==> config.mk <==
export PLATFORM = sky130hd
export DESIGN_NAME = mcoded7_group_decoder_flat
export DESIGN_NICKNAME = d
export VERILOG_FILES = /design/src/rtl/mcd7_pkg.sv /design/src/rtl/mcd7_ifs.sv /design/src/rtl/mcd7_front.sv /design/src/rtl/mcd7_queue.sv /design/src/rtl/mcd7_back.sv /design/src/rtl/mcoded7_group_decoder.sv /design/src/flat_wrapper.sv
export SDC_FILE = /design/constraint.sdc
export NUM_CORES = 1
export LEC_CHECK = 0
export BUFFER_PORTS_ARGS = -buffer_cell sky130_fd_sc_hd__buf_2
export CAP_MARGIN = 40
export CORE_ASPECT_RATIO = 0.5
export CORE_MARGIN = 4
export CORE_UTILIZATION = 62
export DETAILED_ROUTE_END_ITERATION = 10
export PLACE_DENSITY = 0.79
export SYNTH_ARGS = -nofsm -noshare
export SYNTH_HDL_FRONTEND = slang
export SYNTH_HIERARCHICAL = 1
export SYNTH_SLANG_ARGS = --single-unit
==> constraint.sdc <==
create_clock -name clk -period 5.4 [get_ports clk]
set_input_delay 0 -clock clk [delete_from_list [all_inputs] [get_ports clk]]
set_output_delay 0 -clock clk [all_outputs]
set_load 0.02 [all_outputs]
==> src/rtl/mcd7_pkg.sv <==
// Shared types and constants for the Mcoded7 group decoder.
package mcd7_pkg;

  localparam int CodeW    = 8;             // width of a coded or decoded byte
  localparam int DataW    = 7;             // payload bits of a coded byte
  localparam int GroupMax = 7;             // body bytes per full group
  localparam int CountW   = 3;             // holds 0..GroupMax

  // Front phase
  typedef enum logic [1:0] {
    PH_HEADER = 2'd0,
    PH_BODY   = 2'd1,
    PH_DROP   = 2'd2
  } phase_t;

  // One finished group, or one error marker, handed from front to back
  typedef struct packed {
    logic [GroupMax-1:0][DataW-1:0] body;    // body bytes, entry 0 first
    logic [DataW-1:0]               header;  // right-aligned top bits
    logic [CountW-1:0]              count;   // number of bytes to emit, 1..7
    logic                           last;    // group ends the message
    logic                           err;     // error marker, emits one item
  } group_t;

  // Queue status seen by the front and back
  typedef struct packed {
    logic full;
    logic avail;
  } qstat_t;

endpackage

==> src/rtl/mcd7_ifs.sv <==
// Valid/ready channel interfaces for coded input and decoded output items.
interface mcd7_in_if;
  logic                          valid;
  logic                          ready;
  logic [mcd7_pkg::CodeW-1:0]    coded_byte;
  logic                          message_end;

  modport source (output valid, output coded_byte, output message_end, input ready);
  modport sink   (input valid, input coded_byte, input message_end, output ready);
endinterface

interface mcd7_out_if;
  logic                          valid;
  logic                          ready;
  logic [mcd7_pkg::CodeW-1:0]    plain_byte;
  logic                          final_flag;
  logic                          bad_coding;

  modport source (output valid, output plain_byte, output final_flag, output bad_coding,
                  input ready);
  modport sink   (input valid, input plain_byte, input final_flag, input bad_coding,
                  output ready);
endinterface

==> src/rtl/mcd7_front.sv <==
// Front end: accepts coded bytes, tracks header/body phase, collects groups.
module mcd7_front (
  input  logic                clk,
  input  logic                rst,
  mcd7_in_if.sink             coded,
  input  mcd7_pkg::qstat_t    qstat,
  output logic                push,
  output mcd7_pkg::group_t    rec
);

  mcd7_pkg::phase_t                   phase, phase_next;
  logic [mcd7_pkg::DataW-1:0]         header_bits, header_bits_next;
  logic [mcd7_pkg::CountW-1:0]        body_count, body_count_next;
  logic [mcd7_pkg::DataW-1:0]         store [mcd7_pkg::GroupMax];
  logic [mcd7_pkg::GroupMax-1:0][mcd7_pkg::DataW-1:0] merged;
  logic                               take;
  logic                               top_set;
  logic                               store_we;

  // Bytes are taken whenever the queue can absorb a finished group
  assign coded.ready = !qstat.full;
  assign take        = coded.valid && coded.ready;
  assign top_set     = coded.coded_byte[mcd7_pkg::CodeW-1];

  // Buffered body with the current byte dropped into its slot
  always_comb begin
    for (int i = 0; i < mcd7_pkg::GroupMax; i++) begin
      merged[i] = (mcd7_pkg::CountW'(i) == body_count) ?
                  coded.coded_byte[mcd7_pkg::DataW-1:0] : store[i];
    end
  end

  // Phase control and group hand-off
  always_comb begin
    phase_next       = phase;
    header_bits_next = header_bits;
    body_count_next  = body_count;
    store_we         = 1'b0;
    push             = 1'b0;
    rec.body         = merged;
    rec.header       = header_bits;
    rec.count        = body_count + mcd7_pkg::CountW'(1);
    rec.last         = coded.message_end;
    rec.err          = 1'b0;
    if (take) begin
      unique case (phase)
        mcd7_pkg::PH_DROP: begin
          if (coded.message_end) phase_next = mcd7_pkg::PH_HEADER;
        end
        mcd7_pkg::PH_BODY: begin
          if (top_set) begin
            push            = 1'b1;
            rec.err         = 1'b1;
            body_count_next = '0;
            phase_next      = coded.message_end ? mcd7_pkg::PH_HEADER : mcd7_pkg::PH_DROP;
          end else begin
            store_we = 1'b1;
            if (rec.count == mcd7_pkg::CountW'(mcd7_pkg::GroupMax) || coded.message_end) begin
              push            = 1'b1;
              body_count_next = '0;
              phase_next      = mcd7_pkg::PH_HEADER;
            end else begin
              body_count_next = rec.count;
            end
          end
        end
        default: begin
          // expecting a header byte
          if (top_set || coded.message_end) begin
            push       = 1'b1;
            rec.err    = 1'b1;
            phase_next = coded.message_end ? mcd7_pkg::PH_HEADER : mcd7_pkg::PH_DROP;
          end else begin
            header_bits_next = coded.coded_byte[mcd7_pkg::DataW-1:0];
            body_count_next  = '0;
            phase_next       = mcd7_pkg::PH_BODY;
          end
        end
      endcase
      // error marker carries a single zero item
      if (rec.err) begin
        rec.body   = '0;
        rec.header = '0;
        rec.count  = mcd7_pkg::CountW'(1);
        rec.last   = 1'b1;
      end
    end
  end

  // Control state
  always_ff @(posedge clk) begin
    if (rst) begin
      phase       <= mcd7_pkg::PH_HEADER;
      header_bits <= '0;
      body_count  <= '0;
    end else begin
      phase       <= phase_next;
      header_bits <= header_bits_next;
      body_count  <= body_count_next;
    end
  end

  // Body buffer, no reset
  always_ff @(posedge clk) begin
    if (store_we) store[body_count] <= coded.coded_byte[mcd7_pkg::DataW-1:0];
  end

  a_count_range: assert property (@(posedge clk) disable iff (rst)
    body_count < mcd7_pkg::CountW'(mcd7_pkg::GroupMax))
    else $error("body count reached a full group without hand-off");
  a_push_count: assert property (@(posedge clk) disable iff (rst)
    push |-> (rec.count != '0 && rec.count <= mcd7_pkg::CountW'(mcd7_pkg::GroupMax)))
    else $error("group handed off with bad length");

endmodule

==> src/rtl/mcd7_queue.sv <==
// Two-entry queue of finished groups between front and back.
module mcd7_queue (
  input  logic                clk,
  input  logic                rst,
  input  logic                push,
  input  mcd7_pkg::group_t    wr_rec,
  input  logic                pop,
  output mcd7_pkg::group_t    head,
  output mcd7_pkg::qstat_t    qstat
);

  mcd7_pkg::group_t mem [2];
  logic             wr_ptr, rd_ptr;
  logic [1:0]       fill;

  assign head        = mem[rd_ptr];
  assign qstat.full  = fill == 2'd2;
  assign qstat.avail = fill != 2'd0;

  // Pointers and fill level
  always_ff @(posedge clk) begin
    if (rst) begin
      wr_ptr <= 1'b0;
      rd_ptr <= 1'b0;
      fill   <= '0;
    end else begin
      if (push) wr_ptr <= !wr_ptr;
      if (pop)  rd_ptr <= !rd_ptr;
      unique case ({push, pop})
        2'b10:   fill <= fill + 2'd1;
        2'b01:   fill <= fill - 2'd1;
        default: fill <= fill;
      endcase
    end
  end

  // Entry storage
  always_ff @(posedge clk) begin
    if (push) mem[wr_ptr] <= wr_rec;
  end

  a_no_overflow: assert property (@(posedge clk) disable iff (rst) push |-> !qstat.full)
    else $error("push into full group queue");
  a_no_underflow: assert property (@(posedge clk) disable iff (rst) pop |-> qstat.avail)
    else $error("pop from empty group queue");

endmodule

==> src/rtl/mcd7_back.sv <==
// Back end: walks the head group and emits one decoded byte per item.
module mcd7_back (
  input  logic                clk,
  input  logic                rst,
  input  mcd7_pkg::group_t    head,
  input  mcd7_pkg::qstat_t    qstat,
  output logic                pop,
  mcd7_out_if.source          decoded
);

  logic [mcd7_pkg::CountW-1:0] k;
  logic [mcd7_pkg::CountW-1:0] last_k;
  logic [mcd7_pkg::CountW-1:0] hsel;
  logic                        advance;
  logic                        at_last;
  logic [mcd7_pkg::CodeW-1:0]  byte_next;

  // Step when a group is waiting and the output register is free
  assign advance = qstat.avail && (!decoded.valid || decoded.ready);
  assign last_k  = head.count - mcd7_pkg::CountW'(1);
  assign at_last = k == last_k;
  assign pop     = advance && at_last;
  // header bit n-1-k restores the top bit of byte k
  assign hsel    = last_k - k;
  assign byte_next = head.err ? '0 : {head.header[hsel], head.body[k]};

  // Byte index within the head group
  always_ff @(posedge clk) begin
    if (rst) begin
      k <= '0;
    end else if (advance) begin
      k <= at_last ? '0 : k + mcd7_pkg::CountW'(1);
    end
  end

  // Output register
  always_ff @(posedge clk) begin
    if (rst) begin
      decoded.valid <= 1'b0;
    end else if (advance) begin
      decoded.valid <= 1'b1;
    end else if (decoded.ready) begin
      decoded.valid <= 1'b0;
    end
  end

  always_ff @(posedge clk) begin
    if (advance) begin
      decoded.plain_byte <= byte_next;
      decoded.final_flag <= head.err || (head.last && at_last);
      decoded.bad_coding <= head.err;
    end
  end

  a_err_item: assert property (@(posedge clk) disable iff (rst)
    (decoded.valid && decoded.bad_coding) |-> (decoded.final_flag && decoded.plain_byte == '0))
    else $error("error item must be final and zero");
  a_k_in_group: assert property (@(posedge clk) disable iff (rst)
    qstat.avail |-> k < head.count)
    else $error("byte index beyond group length");

endmodule

==> src/rtl/mcoded7_group_decoder.sv <==
// Top level of the Mcoded7 group decoder.
// Takes one coded byte per cycle while the two-entry group queue has room, and
// emits one decoded byte per cycle from the back end while the output is ready.
// A group of n body bytes (after its header) leaves as n items, one per cycle,
// in step with the next group arriving; the front stalls only when both queue
// entries hold groups not yet fully emitted. A malformed message gives one item
// with bad_coding and final_flag set, plain_byte zero; the rest of that message
// is swallowed. Groups pass through the queue, then the output register.
module mcoded7_group_decoder (
  input  logic         clk,
  input  logic         rst,
  mcd7_in_if.sink      coded,
  mcd7_out_if.source   decoded
);

  logic               push;
  logic               pop;
  mcd7_pkg::group_t   wr_rec;
  mcd7_pkg::group_t   head;
  mcd7_pkg::qstat_t   qstat;

  mcd7_front u_front (
    .clk   (clk),
    .rst   (rst),
    .coded (coded),
    .qstat (qstat),
    .push  (push),
    .rec   (wr_rec)
  );

  mcd7_queue u_queue (
    .clk    (clk),
    .rst    (rst),
    .push   (push),
    .wr_rec (wr_rec),
    .pop    (pop),
    .head   (head),
    .qstat  (qstat)
  );

  mcd7_back u_back (
    .clk     (clk),
    .rst     (rst),
    .head    (head),
    .qstat   (qstat),
    .pop     (pop),
    .decoded (decoded)
  );

endmodule

==> src/flat_wrapper.sv <==
// flat-port wrapper written by rule: the top's interface ports become plain ports
module mcoded7_group_decoder_flat 
  (clk, rst, coded_valid, coded_coded_byte, coded_message_end, coded_ready, decoded_valid, decoded_plain_byte, decoded_final_flag, decoded_bad_coding, decoded_ready);
  mcd7_in_if coded_i ();
  mcd7_out_if decoded_i ();
  input  logic clk;
  input  logic rst;
  input wire logic [$bits(coded_i.valid)-1:0] coded_valid;
  input wire logic [$bits(coded_i.coded_byte)-1:0] coded_coded_byte;
  input wire logic [$bits(coded_i.message_end)-1:0] coded_message_end;
  output wire logic [$bits(coded_i.ready)-1:0] coded_ready;
  output wire logic [$bits(decoded_i.valid)-1:0] decoded_valid;
  output wire logic [$bits(decoded_i.plain_byte)-1:0] decoded_plain_byte;
  output wire logic [$bits(decoded_i.final_flag)-1:0] decoded_final_flag;
  output wire logic [$bits(decoded_i.bad_coding)-1:0] decoded_bad_coding;
  input wire logic [$bits(decoded_i.ready)-1:0] decoded_ready;
  assign coded_i.valid = coded_valid;
  assign coded_i.coded_byte = coded_coded_byte;
  assign coded_i.message_end = coded_message_end;
  assign coded_ready = coded_i.ready;
  assign decoded_valid = decoded_i.valid;
  assign decoded_plain_byte = decoded_i.plain_byte;
  assign decoded_final_flag = decoded_i.final_flag;
  assign decoded_bad_coding = decoded_i.bad_coding;
  assign decoded_i.ready = decoded_ready;
  mcoded7_group_decoder u_core (.clk(clk), .rst(rst), .coded(coded_i), .decoded(decoded_i));
endmodule
==> impl_metrics.json <==
{
  "finalNetCount": 662,
  "area_growth_pct": 12.5,
  "finalPower_mw": 4.41,
  "r2r_end": "u_core/u_queue/mem[1][45]$_DFFE_PP_",
  "h-tree-depth": 1,
  "pre_cts_slack_ps": 1840,
  "diodes": 0,
  "synthCells": 602,
  "yosys_register_bits": 202,
  "critPathMaxFanout": 29,
  "worst_pin_slew_ps": 916,
  "dieHeight_um": 91.8,
  "worstPathRequired_ps": 5570,
  "period_share": 0.702,
  "worst-setup-path-type": "reg2reg",
  "route.vias.total": 5066,
  "max_freq_ghz": 0.264,
  "core_area_mm2": 0.0137,
  "place_congestion": 0.917,
  "critPathCapture": "u_core/u_queue/mem[1][45]$_DFFE_PP_",
  "synthTopCellsByArea": "edfxtp_1, mux2_2, mux2i_1",
  "yosysTopAreaCell": "edfxtp_1",
  "min_period_ps": 3790,
  "min_path_type": "in2reg",
  "crit_buf_inv": 2,
  "cellPowerDensity_mw_per_mm2": 449,
  "drtPass1Iterations": 5,
  "cap_violations": 0,
  "worstPathArrival_ps": 3960,
  "fin_cells": 838,
  "grt_pass1_vias": 4740,
  "clkLatencyLatePin_ps": 480,
  "drive_gt1_frac": 0.229,
  "grt_start_max_net_pins": 63,
  "via_per_inst": 6.05,
  "critPathLaunch": "u_core/u_front/body_count[2]$_SDFFE_PP0P_",
  "total_leakage_power_nw": 3.49,
  "cp-start-kind": "flop",
  "clk_pin_slew_ps": 70,
  "setup-tns-final_ps": 0,
  "r2r_setup_slack_ps": 1610,
  "max_stage_delay_ps": 920,
  "routedWlPerCell_um": 22.4,
  "seqPwrFrac": 0.453,
  "gr-total-overflow": 0,
  "pwr-share-clk": 0.312,
  "slew_violations": 0,
  "slowest_stage": "dfxtp_1",
  "pin_count": 25,
  "die_w_um": 176,
  "cts_root_buf": "clkbuf_16",
  "p_sw_frac": 0.275,
  "max-slew-margin-rel": 0.389,
  "syn-num-nets": 628,
  "reg2reg_depth": 7,
  "r2r-start": "u_core/u_front/body_count[2]$_SDFFE_PP0P_",
  "p_comb_frac": 0.234,
  "seq_area_frac_synth": 0.672,
  "switchingPower_mw": 1.21,
  "track_usage": 0.237,
  "antenna_found_initial": 0,
  "synthDominantCellAreaShare": 0.624,
  "cts_buffers": 18,
  "grt_pass1_wl_um": 28500,
  "min_from": "coded_valid",
  "port_buffers": 24,
  "fp-row-count": 30,
  "status": "finished, final reports clean",
  "cts-resized-gates": 0,
  "cp_cell_sequence": "clkinv_1, ha_1, nand2b_1, o21ai_0, o211a_1, and2_2, buf_4",
  "fin_ws_ps": 1610,
  "cts_tree": "yes",
  "ys_warn_count": 6,
  "syn-cell-area_mm2": 0.00872,
  "ir_worst_vdd_mv": 0.198,
  "clockBufferDepth": 3,
  "clock_skew_ps": 9.14,
  "dpl.hpwl_um": 12200,
  "cp_top_family": "flip-flops",
  "drtAntennaViolNets": 0,
  "drtIter0Drc": 682,
  "setup_viol": 0,
  "grt_setup_unrepaired": "false",
  "fillCellCount": 874,
  "clock_sinks": 202,
  "place_inst": 793,
  "worstSetupEndpointType": "flop",
  "hold_violations": 0,
  "start_util": 0.638,
  "internal-power_mw": 3.20,
  "cp_num_cells": 7,
  "avgSynthCellArea_um2": 14.5,
  "yosysUniqueCellTypes": 46,
  "drc": 0,
  "wl_um": 18800,
  "dieArea_mm2": 0.0161
}
## cell usage after synthesis, drive strengths merged
| cell | count |
|---|---|
| xor2 | 1 |
| a31oi | 1 |
| a21o | 1 |
| mux2i | 45 |
| fa | 1 |
| nand2 | 39 |
| nor2b | 9 |
| and2b | 2 |
| o21ai | 4 |
| or3 | 4 |
| nor2 | 64 |
| a21oi | 37 |
| ha | 12 |
| or2 | 2 |
| buf | 26 |
| o31ai | 1 |
| clkbuf | 10 |
| nand4 | 3 |
| mux2 | 61 |
| nand4b | 1 |
| nand2b | 5 |
| nor3 | 4 |
| a311oi | 1 |
| clkinv | 1 |
| nor3b | 1 |
| xnor3 | 1 |
| edfxtp | 181 |
| xnor2 | 4 |
| nand3b | 1 |
| and3 | 1 |
| inv | 14 |
| o211a | 1 |
| nand3 | 26 |
| a211oi | 7 |
| and2 | 1 |
| mux4 | 8 |
| dfxtp | 21 |
## stage by stage
step	utilization	cell area [um2]	hold slack (ps)
global placement	0.657	8980	294
CTS	0.718	9810	31.1
finish	0.718	9810	48.0
floorplan	-	8720	62.4
global route	0.718	9810	77.8
detailed placement	0.660	9020	320
## worst reg2reg max path: stages, from the launching register on
cell and delay (ps):
dfxtp_1 920, clkinv_1 460, ha_1 450, nand2b_1 220, o21ai_0 270, o211a_1 250
and2_2 560, buf_4 350
## final cells by class
class | count | area, um2 | share of cell area
flip-flops and latches | 202 | 5860 | 0.597
multi-input cells | 349 | 2650 | 0.270
clock buffers | 21 | 483 | 0.0492
repair buffers | 50 | 365 | 0.0373
well taps | 192 | 240 | 0.0245
clock inverters | 9 | 153 | 0.0156
inverters | 15 | 56.3 | 0.00574
## state kept, by name, indices dropped and copies added, names as in the netlist, 2 cells and up, named ones only
register and count:
u_core/u_front/phase 2, u_core/u_front/store 49, u_core/u_queue/mem 122, u_core/u_front/body_count 3, u_core/u_front/header_bits 7, u_core/u_queue/fill 2
u_core/u_back/decoded.plain_byte 8, u_core/u_back/k 3
## cells in the final DEF (no fill, tap or decap), drive strengths merged, types with 8 or more instances in the layout
master       instances
dfxtp               21
mux2                61
mux2i               45
clkbuf              21
nand2               39
nand3               26
nor2                64
dlygate4sd3         15
nor2b                9
buf                 35
a21oi               37
mux4                 8
ha                  12
inv                 14
edfxtp             181
## power by group through the flow
stage / sequential, mW / combinational [mW] / clock (mW)
after floorplan: 2.06 / 0.701 / 0
after global placement: 2.02 / 0.979 / 0
after detailed placement: 2.03 / 1.01 / 0
after CTS: 2.00 / 1.03 / 1.39
after global routing: 2.01 / 1.10 / 1.46
final: 2.00 / 1.03 / 1.38
## cell families (layout without fill, tap and decap cells)
family,after synthesis,after routing,share of synthesized area
and+or+nand+nor,163,163,0.0876
xor gates and xnor gates,6,6,0.00761
AOI/OAI and AO/OA,53,53,0.0366
muxes,114,114,0.151
buffers and inverters,51,95,0.0257
DFF,202,202,0.672
adders and majority gates,13,13,0.0195
## per-layer routing
layer,wire (um),GRT usage,vias up
met3,2370,0.0659,26
met1,8470,0.384,2473
li1,-,-,2292
met4,275,0.0454,0
met5,0,0,-
met2,7670,0.321,275
## worst min path at each step
| stage | to | depth (start not counted) | slack [ps] |
|---|---|---|---|
| 3_3_place_gp | u_core/u_back/decoded.valid$_SDFFE_PP0P_ | 3 | 290 |
| 4_1_cts | u_core/u_front/phase[1]$_SDFFE_PP0P_ | 5 | 30 |
| 6_report | u_core/u_front/phase[1]$_SDFFE_PP0P_ | 5 | 50 |
| 5_1_grt | u_core/u_front/phase[1]$_SDFFE_PP0P_ | 5 | 80 |
| 2_1_floorplan | u_core/u_back/k[0]$_SDFFE_PP0P_ | 1 | 60 |
| 3_5_place_dp | u_core/u_back/decoded.valid$_SDFFE_PP0P_ | 3 | 320 |
## what timing repair did
| item | CTS | global route |
|---|---|---|
| hold buffers | 15 | 0 |
| setup buffers | 0 | 0 |
| endpoints found under the hold margin | 72 | 0 |
Note: power is estimated with default switching activity, not from simulation.
